File: config.mk
export PLATFORM = sky130hd
export DESIGN_NAME = csbd_cfg_regs_flat
export DESIGN_NICKNAME = d
export VERILOG_FILES = /design/src/rtl/core/csbd_pkg.sv /design/src/rtl/core/csbd_cfg_if.sv /design/src/rtl/core/csbd_cfg_regs.sv /design/src/flat_wrapper.sv
export SDC_FILE = /design/constraint.sdc
export NUM_CORES = 1
export LEC_CHECK = 0
export BUFFER_PORTS_ARGS = -buffer_cell sky130_fd_sc_hd__buf_2
export CAP_MARGIN = 20
export CORE_MARGIN = 1.5
export CORE_UTILIZATION = 42
export DETAILED_ROUTE_END_ITERATION = 10
export HOLD_SLACK_MARGIN = 0.12
export PLACE_DENSITY = 0.68
export SYNTH_ARGS = -nofsm -noshare
export SYNTH_HDL_FRONTEND = slang
export SYNTH_SLANG_ARGS = --single-unit
File: constraint.sdc
create_clock -name clk -period 0.95 [get_ports clk]
set_input_delay 0.1425 -clock clk [delete_from_list [all_inputs] [get_ports clk]]
set_output_delay 0.1425 -clock clk [all_outputs]
set_load 0.005 [all_outputs]
File: src/rtl/core/csbd_pkg.sv
// Shared types, constants and helpers for the clipped sprite blitter.
`timescale 1ns / 1ps

package csbd_pkg;

    localparam int DEF_FRAME_WIDTH  = 256;
    localparam int DEF_FRAME_HEIGHT = 256;

    localparam int CFG_IDX_W  = 3;
    localparam int CFG_DATA_W = 11;
    localparam int COLOR_W    = 16;
    localparam int DEPTH_W    = 8;
    localparam int COORD_W    = 12;
    localparam int CNT_W      = 10;
    localparam int SIZE_W     = 11;
    localparam int ZSTEP_W    = 9;
    localparam int ZPROD_W    = ZSTEP_W + COORD_W;
    localparam int MAX_SIZE   = 1024;

    typedef enum logic [CFG_IDX_W-1:0] {
        REG_DEST_X     = 3'd0,
        REG_DEST_Y     = 3'd1,
        REG_SRC_WIDTH  = 3'd2,
        REG_SRC_HEIGHT = 3'd3,
        REG_BLIT_OP    = 3'd4,
        REG_MIRROR     = 3'd5,
        REG_Z_BASE     = 3'd6,
        REG_Z_STEP     = 3'd7
    } cfg_reg_t;

    typedef enum logic [1:0] {
        OP_DRAW  = 2'd0,
        OP_COPY  = 2'd1,
        OP_ZBLND = 2'd2,
        OP_ROWZ  = 2'd3
    } blit_op_t;

    typedef enum logic {
        ST_CLEAR = 1'b0,
        ST_RUN   = 1'b1
    } store_state_t;

    typedef struct packed {
        logic [SIZE_W-1:0]  dest_x;
        logic [SIZE_W-1:0]  dest_y;
        logic [SIZE_W-1:0]  src_width;
        logic [SIZE_W-1:0]  src_height;
        blit_op_t           blit_op;
        logic               mirror;
        logic [DEPTH_W-1:0] z_base;
        logic [ZSTEP_W-1:0] z_step;
    } cfg_t;

    typedef struct packed {
        logic [COLOR_W-1:0] color;
        logic [DEPTH_W-1:0] depth;
    } pixel_t;

    // One mapped sprite pixel on its way to the read-modify-write stage
    typedef struct packed {
        logic [COORD_W-1:0] col;
        logic [COORD_W-1:0] row;
        logic               in_frame;
        logic               last;
        pixel_t             pix;
        logic [ZPROD_W-1:0] zprod;
    } map_t;

    // Zero means one, anything above the maximum means the maximum
    function automatic logic [SIZE_W-1:0] clamp_size(input logic [SIZE_W-1:0] v);
        logic [SIZE_W-1:0] r;
        if (v == '0)
        begin
            r = SIZE_W'(1);
        end
        else if (v > SIZE_W'(MAX_SIZE))
        begin
            r = SIZE_W'(MAX_SIZE);
        end
        else
        begin
            r = v;
        end
        return r;
    endfunction

endpackage

File: src/rtl/core/csbd_cfg_if.sv
// Configuration write channel.
`timescale 1ns / 1ps

interface csbd_cfg_if import csbd_pkg::*; ();
    logic                  valid;
    logic                  ready;
    logic [CFG_IDX_W-1:0]  index;
    logic [CFG_DATA_W-1:0] data;

    modport source (output valid, output index, output data, input ready);
    modport sink   (input valid, input index, input data, output ready);
endinterface

File: src/rtl/core/csbd_cfg_regs.sv
// Configuration register file.
`timescale 1ns / 1ps

module csbd_cfg_regs import csbd_pkg::*;
(
    input  logic        clk,
    input  logic        rst_n,
    csbd_cfg_if.sink    cfg,
    output cfg_t        regs
);

    cfg_t cfg_reg;
    cfg_t cfg_next;

    assign cfg.ready = 1'b1;
    assign regs      = cfg_reg;

    always_comb
    begin
        cfg_next = cfg_reg;
        if (cfg.valid)
        begin
            unique case (cfg_reg_t'(cfg.index))
                REG_DEST_X:     cfg_next.dest_x     = cfg.data;
                REG_DEST_Y:     cfg_next.dest_y     = cfg.data;
                REG_SRC_WIDTH:  cfg_next.src_width  = cfg.data;
                REG_SRC_HEIGHT: cfg_next.src_height = cfg.data;
                REG_BLIT_OP:    cfg_next.blit_op    = blit_op_t'(cfg.data[1:0]);
                REG_MIRROR:     cfg_next.mirror     = cfg.data[0];
                REG_Z_BASE:     cfg_next.z_base     = cfg.data[DEPTH_W-1:0];
                REG_Z_STEP:     cfg_next.z_step     = cfg.data[ZSTEP_W-1:0];
                default:        cfg_next = cfg_reg;
            endcase
        end
    end

    always_ff @(posedge clk or negedge rst_n)
    begin
        if (!rst_n)
        begin
            cfg_reg <= '{dest_x:     '0,
                         dest_y:     '0,
                         src_width:  SIZE_W'(1),
                         src_height: SIZE_W'(1),
                         blit_op:    OP_DRAW,
                         mirror:     1'b0,
                         z_base:     '0,
                         z_step:     '0};
        end
        else
        begin
            cfg_reg <= cfg_next;
        end
    end

endmodule

File: src/flat_wrapper.sv
// flat-port wrapper written by rule: the top's interface ports become plain ports
module csbd_cfg_regs_flat import csbd_pkg::*;
  (clk, rst_n, regs, cfg_valid, cfg_index, cfg_data, cfg_ready);
  csbd_cfg_if cfg_i ();
  input  logic clk;
  input  logic rst_n;
  output cfg_t regs;
  input wire logic [$bits(cfg_i.valid)-1:0] cfg_valid;
  input wire logic [$bits(cfg_i.index)-1:0] cfg_index;
  input wire logic [$bits(cfg_i.data)-1:0] cfg_data;
  output wire logic [$bits(cfg_i.ready)-1:0] cfg_ready;
  assign cfg_i.valid = cfg_valid;
  assign cfg_i.index = cfg_index;
  assign cfg_i.data = cfg_data;
  assign cfg_ready = cfg_i.ready;
  csbd_cfg_regs u_core (.clk(clk), .rst_n(rst_n), .cfg(cfg_i), .regs(regs));
endmodule
==> key figures <==
Hold path
  – Worst hold stages: 2
  – Hold EP: u_core.regs[43]$_DFFE_PN0P_
  – Min-delay src: cfg_data[1]
  – Worst hold path type: input pin to flop

Detailed routing
  – Via count: 1694
  – DRT iter0 DRCs: 87
  – Final WL: 5.596 mm
  – Via/cell ratio: 4.758
  – DR DRC count: 0
  – Drt pass-1 iters: 2
  – Post-DRT Antenna Nets: 0
  – DR WL/cell: 15.72 um

Placed design
  – Placed cell area: 3182 um2
  – Detailed Place HPWL: 3.807 mm
  – I/O Buffers: 80
  – Worst slack, placed: -361.2 ps
  – Placer's final routability congestion estimate: 0.7963

Clocking
  – Worst skew pair latency: 330 ps
  – CTS Sinks: 64
  – # H-tree levels: 3
  – Total CTS buffers: 9
  – Clk buf depth: 2
  – CTS clock-pin slew for the worst setup and hold paths: 70 ps
  – CTS tree: built
  – Clock root cell: clkbuf_8

Floorplan
  – Initial Util: 0.4318
  – Core area: 5886 um2
  – DIE AREA: 6526 um2
  – Die Height: 80.79 um
  – Boundary pin count: 82
  – FP Rows: 28
  – Die X: 80.79 um

Timing
  – Shortest period the worst path allows: 1100 ps
  – Final Hold Vio Count: 0
  – Clock Skew: 0 ps
  – Hold Slack: 142.8 ps
  – Fmax: 909.5 MHz
  – Period utilization: 1.157
  – Final WS setup: -149.5 ps
  – Final setup fails: 64
  – RSZ-0062 raised after global routing: yes
  – Max-slew violations: 0

Critical path
  – Flop2flop setup slack: 60 ps
  – FF-to-FF path depth: 2
  – WP data required: 810 ps
  – Crit. End Element: output pin
  – WP data arrival: 960 ps
  – Cells along the critical path: buf_6
  – Critical path class: flop to output pin
  – R2r startpoint: u_core.regs[0]$_DFFE_PN0P_
  – Worst-path maximum fanout: 2
  – Crit-path slowest cell: dfstp_2
  – CP delay by family, top: flip-flops
  – CP Buf/Inv Count: 1
  – Startpoint types: flop
  – CP peak stage delay: 540 ps
  – R2R Path End: u_core.regs[0]$_DFFE_PN0P_

Final layout
  – Area of the multi-input gates: 905.9 um2
  – Diode count: 0
  – Reg area: 1604 um2
  – Share of cells above drive strength 1: 0.7224
  – Net count, final: 293
  – Commonest non-fill, non-tap cell in the layout: buf_2
  – Area Overhead vs Synth: 44.90%
  – Max reg flops: 64
  – Design Area, Final: 3682 um2
  – Most frequent cells in the layout: buf_2, dfrtp_1, mux2_2
  – Filler instances: 466

Power
  – Leakage: 1.832 nW
  – VDD IR-drop max: 1.056 mV
  – Cell Pwr Density: 2228 nW/um2

Logic synthesis
  – Synth Register Bits: 64
  – Top-area cell type share of the netlist area: 0.6105
  – Post-synthesis cell type count: 15
  – Cells after synthesis: 145
  – Cell taking the most area after synthesis: dfrtp_1
  – Syn Nets: 162
  – Avg Inst Size Synth: 17.53 um2
  – Syn Std Cell Area: 2541 um2
  – Register area share after synthesis: 0.6312
  – Synth area leaders: dfrtp_1, mux2_2, mux2_4
  – Number of synthesis warnings: 0

Global routing
  – Initial antenna violation count: 0
  – Largest net degree at the start of global routing: 65
  – Gr usage total: 0.1861
  – Gr ovfl total: 0
  – Vias in the first global route: 1744
  – Global-route wire length before repair: 8.638 mm

Run
  – Max cap viols: 0

Run status
  – Violated checks: negative setup slack
  – Status: complete, but fails checks
-- cell families after synthesis --
group,synth area share
muxes,0.2984
other,0.001476
and+or+nand+nor,0.04185
DFF,0.6312
buffers and inverters,0.02708
-- stage by stage --
stage                     instances    util  power (mW)  TNS (ps)
after detailed placement        311  0.5406       5.306    -17330
after global placement          311  0.5406       5.257    -16500
after global routing            356  0.6256       8.671     -5247
after floorplan                 145       -       4.420     -6550
after CTS                       354  0.6190       8.222     -3399
final                           356  0.6256       8.203     -2285
-- how the worst max path moves through the flow --
stage	startpoint	endpoint	slack, ps	cells past startpoint
detailed placement	cfg_index[0]	u_core.regs[59]$_DFFE_PN0P_	-360	4
CTS	u_core.regs[20]$_DFFE_PN1P_	regs[20]	-170	1
global placement	cfg_index[0]	u_core.regs[59]$_DFFE_PN0P_	-340	4
global route	u_core.regs[31]$_DFFE_PN1P_	regs[31]	-190	1
finish	u_core.regs[31]$_DFFE_PN1P_	regs[31]	-150	1
floorplan	cfg_index[1]	u_core.regs[53]$_DFFE_PN0P_	-200	4
-- cell usage after synthesis --
cell type / number
dfrtp_1: 62
mux2_2: 53
mux2_4: 10
buf_4: 4
buf_6: 3
and4bb_1: 2
dfstp_2: 2
nand4b_1: 2
and4bb_2: 1
buf_2: 1
conb_1: 1
mux2_1: 1
nand4_2: 1
nand4b_2: 1
nor4b_4: 1
-- area by class of cell --
cell class              instances  share of cell area
clock inverters                 5             0.02141
flip-flops and latches         64              0.4356
well taps                      75             0.02548
clock buffers                  11             0.04111
repair buffers                128              0.2304
multi-input cells              73              0.2460
-- metal layers --
layer	GRT usage	vias to the layer above	wire length (um)
li1	-	782	-
met1	0.2200	859	2402
met2	0.3092	44	2832
met3	0.06404	9	253
met4	0.07931	0	108
met5	0	-	0
-- report_power, final --
group	internal, mW	switching [mW]	total [mW]
Sequential	3.34	0.286	3.63
Clock	1.62	1.03	2.65
Combinational	1.26	0.667	1.93
-- timing repair --
item                                    4_1_cts  5_1_grt
hold endpoints to repair                    110        0
endpoints found under the setup margin       67       68
pin swaps                                     0        1
setup buffers                                17        2
gates resized for setup                       1        6
hold buffers                                 10        0
No activity file was read; power rests on OpenSTA's default activity.
