--- src/rtl/core/csbd_pkg.sv ---
// Shared types, constants and helpers for the clipped sprite blitter.
`timescale 1ns / 1ps

package csbd_pkg;

    localparam int DEF_FRAME_WIDTH  = 256;
    localparam int DEF_FRAME_HEIGHT = 256;

    localparam int CFG_IDX_W  = 3;
    localparam int CFG_DATA_W = 11;
    localparam int COLOR_W    = 16;
    localparam int DEPTH_W    = 8;
    localparam int COORD_W    = 12;
    localparam int CNT_W      = 10;
    localparam int SIZE_W     = 11;
    localparam int ZSTEP_W    = 9;
    localparam int ZPROD_W    = ZSTEP_W + COORD_W;
    localparam int MAX_SIZE   = 1024;

    typedef enum logic [CFG_IDX_W-1:0] {
        REG_DEST_X     = 3'd0,
        REG_DEST_Y     = 3'd1,
        REG_SRC_WIDTH  = 3'd2,
        REG_SRC_HEIGHT = 3'd3,
        REG_BLIT_OP    = 3'd4,
        REG_MIRROR     = 3'd5,
        REG_Z_BASE     = 3'd6,
        REG_Z_STEP     = 3'd7
    } cfg_reg_t;

    typedef enum logic [1:0] {
        OP_DRAW  = 2'd0,
        OP_COPY  = 2'd1,
        OP_ZBLND = 2'd2,
        OP_ROWZ  = 2'd3
    } blit_op_t;

    typedef enum logic {
        ST_CLEAR = 1'b0,
        ST_RUN   = 1'b1
    } store_state_t;

    typedef struct packed {
        logic [SIZE_W-1:0]  dest_x;
        logic [SIZE_W-1:0]  dest_y;
        logic [SIZE_W-1:0]  src_width;
        logic [SIZE_W-1:0]  src_height;
        blit_op_t           blit_op;
        logic               mirror;
        logic [DEPTH_W-1:0] z_base;
        logic [ZSTEP_W-1:0] z_step;
    } cfg_t;

    typedef struct packed {
        logic [COLOR_W-1:0] color;
        logic [DEPTH_W-1:0] depth;
    } pixel_t;

    // One mapped sprite pixel on its way to the read-modify-write stage
    typedef struct packed {
        logic [COORD_W-1:0] col;
        logic [COORD_W-1:0] row;
        logic               in_frame;
        logic               last;
        pixel_t             pix;
        logic [ZPROD_W-1:0] zprod;
    } map_t;

    // Zero means one, anything above the maximum means the maximum
    function automatic logic [SIZE_W-1:0] clamp_size(input logic [SIZE_W-1:0] v);
        logic [SIZE_W-1:0] r;
        if (v == '0)
        begin
            r = SIZE_W'(1);
        end
        else if (v > SIZE_W'(MAX_SIZE))
        begin
            r = SIZE_W'(MAX_SIZE);
        end
        else
        begin
            r = v;
        end
        return r;
    endfunction

endpackage

--- src/rtl/core/csbd_addr_gen.sv ---
// Sprite position counters and mapping of a pixel to its frame address.
`timescale 1ns / 1ps

module csbd_addr_gen import csbd_pkg::*;
#(
    parameter int FRAME_WIDTH  = DEF_FRAME_WIDTH,
    parameter int FRAME_HEIGHT = DEF_FRAME_HEIGHT,
    parameter int ADDR_W       = $clog2(FRAME_WIDTH * FRAME_HEIGHT)
)
(
    input  logic               clk,
    input  logic               rst_n,
    input  cfg_t               cfg,
    input  logic               accept,
    input  logic               start_of_blit,
    input  logic [COLOR_W-1:0] pix_color,
    input  logic [DEPTH_W-1:0] pix_depth,
    output map_t               map,
    output logic [ADDR_W-1:0]  addr
);

    logic [CNT_W-1:0]   col_cnt_reg, col_cnt_next;
    logic [CNT_W-1:0]   row_cnt_reg, row_cnt_next;
    logic [SIZE_W-1:0]  w, h;
    logic [CNT_W-1:0]   c0, r0, c, r;
    logic [SIZE_W-1:0]  c_inc, r_inc;
    logic [SIZE_W-1:0]  mir_offs;
    logic [CNT_W-1:0]   offs;
    logic [COORD_W-1:0] col, row, zdiff;
    logic               col_in, row_in;
    logic [21:0]        lin;
    logic signed [ZPROD_W-1:0] zprod;

    assign w  = clamp_size(cfg.src_width);
    assign h  = clamp_size(cfg.src_height);
    assign c0 = start_of_blit ? '0 : col_cnt_reg;
    assign r0 = start_of_blit ? '0 : row_cnt_reg;
    // counter left beyond a lowered size restarts at zero
    assign c  = ({1'b0, c0} < w) ? c0 : '0;
    assign r  = ({1'b0, r0} < h) ? r0 : '0;

    assign mir_offs = w - SIZE_W'(1) - {1'b0, c};
    assign offs     = (cfg.mirror && (cfg.blit_op == OP_DRAW || cfg.blit_op == OP_COPY))
                      ? mir_offs[CNT_W-1:0] : c;

    assign col = {cfg.dest_x[SIZE_W-1], cfg.dest_x} + {2'b00, offs};
    assign row = {cfg.dest_y[SIZE_W-1], cfg.dest_y} + {2'b00, r};

    assign col_in = !col[COORD_W-1] && (col[SIZE_W-1:0] < SIZE_W'(FRAME_WIDTH));
    assign row_in = !row[COORD_W-1] && (row[SIZE_W-1:0] < SIZE_W'(FRAME_HEIGHT));

    assign lin  = 22'(row[SIZE_W-1:0]) * 22'(FRAME_WIDTH) + 22'(col[SIZE_W-1:0]);
    assign addr = lin[ADDR_W-1:0];

    // rows since the first visible one
    assign zdiff = cfg.dest_y[SIZE_W-1] ? row : {2'b00, r};
    assign zprod = $signed(cfg.z_step) * $signed(zdiff);

    always_comb
    begin
        map.col      = col;
        map.row      = row;
        map.in_frame = col_in && row_in;
        map.last     = ({1'b0, c} == w - SIZE_W'(1)) && ({1'b0, r} == h - SIZE_W'(1));
        map.pix      = '{color: pix_color, depth: pix_depth};
        map.zprod    = zprod;
    end

    always_comb
    begin
        c_inc        = {1'b0, c} + SIZE_W'(1);
        r_inc        = {1'b0, r} + SIZE_W'(1);
        col_cnt_next = col_cnt_reg;
        row_cnt_next = row_cnt_reg;
        if (accept)
        begin
            if (c_inc >= w)
            begin
                col_cnt_next = '0;
                row_cnt_next = (r_inc >= h) ? '0 : r_inc[CNT_W-1:0];
            end
            else
            begin
                col_cnt_next = c_inc[CNT_W-1:0];
                row_cnt_next = r;
            end
        end
    end

    always_ff @(posedge clk or negedge rst_n)
    begin
        if (!rst_n)
        begin
            col_cnt_reg <= '0;
            row_cnt_reg <= '0;
        end
        else
        begin
            col_cnt_reg <= col_cnt_next;
            row_cnt_reg <= row_cnt_next;
        end
    end

endmodule

--- config.mk ---
export PLATFORM = sky130hd
export DESIGN_NAME = csbd_addr_gen
export DESIGN_NICKNAME = d
export VERILOG_FILES = /design/src/rtl/core/csbd_pkg.sv /design/src/rtl/core/csbd_addr_gen.sv
export SDC_FILE = /design/constraint.sdc
export NUM_CORES = 1
export LEC_CHECK = 0
export BUFFER_PORTS_ARGS = -buffer_cell sky130_fd_sc_hd__buf_2
export CAP_MARGIN = 20
export CORE_UTILIZATION = 53
export DETAILED_ROUTE_END_ITERATION = 10
export PLACE_DENSITY_LB_ADDON = 0.3
export SYNTH_ARGS = -nofsm -noshare
export SYNTH_HDL_FRONTEND = slang
export SYNTH_SLANG_ARGS = --single-unit
export TNS_END_PERCENT = 50
--- constraint.sdc ---
create_clock -name clk -period 11.31 [get_ports clk]
set_clock_uncertainty 0.2 [all_clocks]
set_input_delay 1.131 -clock clk [delete_from_list [all_inputs] [get_ports clk]]
set_output_delay 1.131 -clock clk [all_outputs]
set_load 0.1 [all_outputs]
==> run_summary.xml <==
<?xml version="1.0" encoding="UTF-8"?>
<metrics>
  <group name="route">
    <metric name="wl" unit="um">21700</metric>
    <metric name="detailed_route_drc_error_count" unit="">0</metric>
    <metric name="wl_per_cell" unit="um">15.7</metric>
    <metric name="dr_total_vias" unit="">7772</metric>
    <metric name="drt.antenna.violating_nets" unit="">0</metric>
    <metric name="viasPerCell" unit="">5.63</metric>
    <metric name="detailedRoute.firstIterationViolations" unit="">458</metric>
    <metric name="drt-pass1-iter-count" unit="">5</metric>
  </group>
  <group name="die">
    <metric name="io-pin-count" unit="">179</metric>
    <metric name="die_width" unit="um">129</metric>
    <metric name="placeableCoreArea" unit="um2">15800</metric>
    <metric name="floorplan.die.height" unit="um">129</metric>
    <metric name="floorplan.rows" unit="">46</metric>
    <metric name="floorplan.initialDensity" unit="%">54.3</metric>
    <metric name="floorplan.die_area" unit="um2">16700</metric>
  </group>
  <group name="placement">
    <metric name="numPortBuffers" unit="">121</metric>
    <metric name="post-dp-hpwl" unit="um">18700</metric>
    <metric name="placement.setup.worst_slack" unit="ns">0.0630</metric>
    <metric name="place.gp.congestion" unit="">0.944</metric>
    <metric name="dpl_cells" unit="">1372</metric>
  </group>
  <group name="timing">
    <metric name="post-route-min-period" unit="ns">10.92</metric>
    <metric name="final_min_period_over_clock_period" unit="%">96.5</metric>
    <metric name="hold_violation_total_from_the_final_report" unit="">0</metric>
    <metric name="worst_slew_margin_rel" unit="%">32.8</metric>
    <metric name="report.final.slew_viol_count" unit="">0</metric>
    <metric name="grt_setup_unrepaired" unit="">no</metric>
    <metric name="worst_slack" unit="ns">0.395</metric>
    <metric name="finish_stage_setup_viols" unit="">0</metric>
    <metric name="max_freq" unit="MHz">91.6</metric>
    <metric name="max_slew.worst_pin.slew" unit="ns">1.01</metric>
  </group>
  <group name="worst_setup_path">
    <metric name="critical-path-top-cell-by-count" unit="">fa_1</metric>
    <metric name="timing.rr.start" unit="">col_cnt_reg[4]$_DFFE_PN0P_</metric>
    <metric name="critPathMaxFanout" unit="">13</metric>
    <metric name="startpoint" unit="">cfg[30]</metric>
    <metric name="timing.critical_path.slowest_stage_cell" unit="">fa_1</metric>
    <metric name="dominant_delay_contributor_by_cell_family_on_the_critical_path" unit="">adder cells</metric>
    <metric name="worstPathBufferInverterCount" unit="">6</metric>
    <metric name="required" unit="ns">9.98</metric>
    <metric name="worst-endpoint-arrival" unit="ns">9.58</metric>
    <metric name="worst_path_largest_cell_delay" unit="ns">0.55</metric>
    <metric name="cp-end-kind" unit="">output pin</metric>
    <metric name="timing.critical_path.from_type" unit="">input pin</metric>
    <metric name="path_class" unit="">input pin to output pin</metric>
  </group>
  <group name="global_route">
    <metric name="number_of_antenna_violations_at_the_first_check_in_global_routing" unit="">0</metric>
    <metric name="globalRoute.totalOverflow" unit="">0</metric>
    <metric name="grt_max_degree" unit="">21</metric>
    <metric name="first_global_vias" unit="">7716</metric>
    <metric name="globalRouteTotalUtil" unit="%">27.0</metric>
    <metric name="global_route_wire_length_before_repair" unit="um">36000</metric>
  </group>
  <group name="synthesis">
    <metric name="ys.warnings.count" unit="">0</metric>
    <metric name="asyncSetResetFlopFracSynth" unit="%">100</metric>
    <metric name="sequential_area_share_after_synthesis" unit="%">5.83</metric>
    <metric name="ys_top_cells_by_count" unit="">123 x nand2_1, 120 x ha_1, 120 x inv_1</metric>
    <metric name="synth-seq-cells" unit="">20</metric>
    <metric name="ys.flop_type" unit="">dfrtp_1</metric>
    <metric name="netlist_instances" unit="">1064</metric>
    <metric name="yosys.area.top_type_share" unit="%">22.1</metric>
    <metric name="post-synth-top-count-cell" unit="">nand2_1</metric>
    <metric name="ys_top_cells_by_area" unit="">fa_1 22%, ha_1 17%, xnor2_1 6.5%</metric>
    <metric name="synth.net_count" unit="">1371</metric>
    <metric name="synth-edff-count" unit="">0</metric>
    <metric name="post_synth_num_cell_types" unit="">69</metric>
    <metric name="syn_area_per_cell" unit="um2">8.07</metric>
    <metric name="biggest_area_consumer_among_synthesized_cells" unit="">fa_1</metric>
    <metric name="post_synth_instance_area" unit="um2">8590</metric>
  </group>
  <group name="final_layout">
    <metric name="final_nets" unit="">1472</metric>
    <metric name="layoutNonFillerInstCount" unit="">1380</metric>
    <metric name="multiInputGateArea" unit="um2">7650</metric>
    <metric name="final.fill_count" unit="">1387</metric>
    <metric name="areaGrowthSynthToFinish" unit="%">16.2</metric>
    <metric name="n_diodes" unit="">0</metric>
    <metric name="drive_gt1_share" unit="%">18.7</metric>
    <metric name="finalCoreUtilization" unit="%">63.1</metric>
    <metric name="register_area" unit="um2">500</metric>
  </group>
  <group name="cts">
    <metric name="cts_root_buffer" unit="">clkbuf_16</metric>
    <metric name="h-tree-depth" unit="">1</metric>
    <metric name="post_cts_hold_buffer_count" unit="">0</metric>
    <metric name="clk_transition_reported_paths" unit="ns">0.05</metric>
    <metric name="clock_latency" unit="ns">0.25</metric>
    <metric name="tritoncts.num_buffers" unit="">3</metric>
    <metric name="cts_sinks" unit="">20</metric>
    <metric name="number_of_buffers_on_the_longest_clock_path" unit="">2</metric>
    <metric name="tritoncts" unit="">built</metric>
  </group>
  <group name="run">
    <metric name="total_of_max_cap_violations" unit="">0</metric>
  </group>
  <group name="worst_hold_path">
    <metric name="hold_path_startpoint" unit="">col_cnt_reg[5]$_DFFE_PN0P_</metric>
    <metric name="hold_class" unit="">flop to flop</metric>
  </group>
  <group name="run_status">
    <metric name="status" unit="">finished, final reports clean</metric>
  </group>
</metrics>
[cell type report]
class / count / area share [%]
repair buffers: 155 / 10.1
inverters: 121 / 4.65
clock buffers: 4 / 0.890
flip-flops and latches: 20 / 5.01
multi-input cells: 864 / 76.6
well taps: 216 / 2.71
[worst reg2reg max path, delay by kind of cell (launching register included)]
| kind | cells | cell delay (ns) |
|---|---|---|
| AOI/OAI and AO/OA | 9 | 2.03 |
| xor gates and xnor gates | 1 | 0.06 |
| adders and majority gates | 3 | 0.78 |
| buffers and inverters | 1 | 0.10 |
| DFF | 1 | 0.39 |
| and+or+nand+nor | 9 | 1.90 |
[placed cells by master (no fill, tap or decap), drive strengths merged, types with 6 or more instances in the layout]
cell type and instances:
xor2 19, a21o 13, nand3 26, or4 6, nand2 123, o21a 14
ha 120, a22o 6, a31oi 6, and3 6, o211ai 6, o21bai 6
xnor2 64, nand4 15, nand2b 8, dfrtp 20, o21ai 47, a21oi 40
nor2 71, buf 155, nor3 22, and2 49, nor2b 30, fa 95
inv 120
[worst paths after layout]
path                            cells after the start                    endpoint  slack (ns)
worst max-delay path                               36                     map[18]        0.39
worst min-delay path                                1  col_cnt_reg[5]$_DFFE_PN0P_        0.30
worst max register to register                     23  row_cnt_reg[2]$_DFFE_PN0P_        5.76
worst min register to register                      1  col_cnt_reg[5]$_DFFE_PN0P_        0.30
max in group asynchronous                           1  col_cnt_reg[7]$_DFFE_PN0P_        9.98
min in group asynchronous                           1  row_cnt_reg[9]$_DFFE_PN0P_        0.61
[metal layers]
metal  vias up  part of all wire, %  track usage (%)
met3        44                  5.1             1.73
met2       228                   50             48.9
met1      3748                   42             34.9
met4         0                  2.4             6.99
li1       3752                    -                -
met5         -                    0                0
[timing repair]
action,CTS,global route
resized for setup,0,15
setup endpoints to repair,0,6
setup buffers,0,4
[stage by stage]
| stage | TNS, ns | cell area [um2] | hold slack, ns |
|---|---|---|---|
| final | 0 | 9980 | 0.300 |
| after global routing | 0 | 9980 | 0.345 |
| after CTS | 0 | 9900 | 0.303 |
| after detailed placement | 0 | 9810 | 0.283 |
| after global placement | 0 | 9810 | 0.284 |
| after floorplan | -8.43 | 8970 | 0.265 |
[cells by family after synthesis]
group	count (synthesis)	synth area share (%)
adder cells (fa/ha/maj)	217	39.9
flip-flops	20	5.83
AND/OR/NAND/NOR	380	21.8
buffers and inverters	180	9.37
multiplexers	10	1.28
XOR/XNOR	83	8.46
AO/OA/AOI/OAI	174	13.4
Power is not shown: default switching activity piles up to over one toggle a cycle in this logic, so the estimate is an artifact.
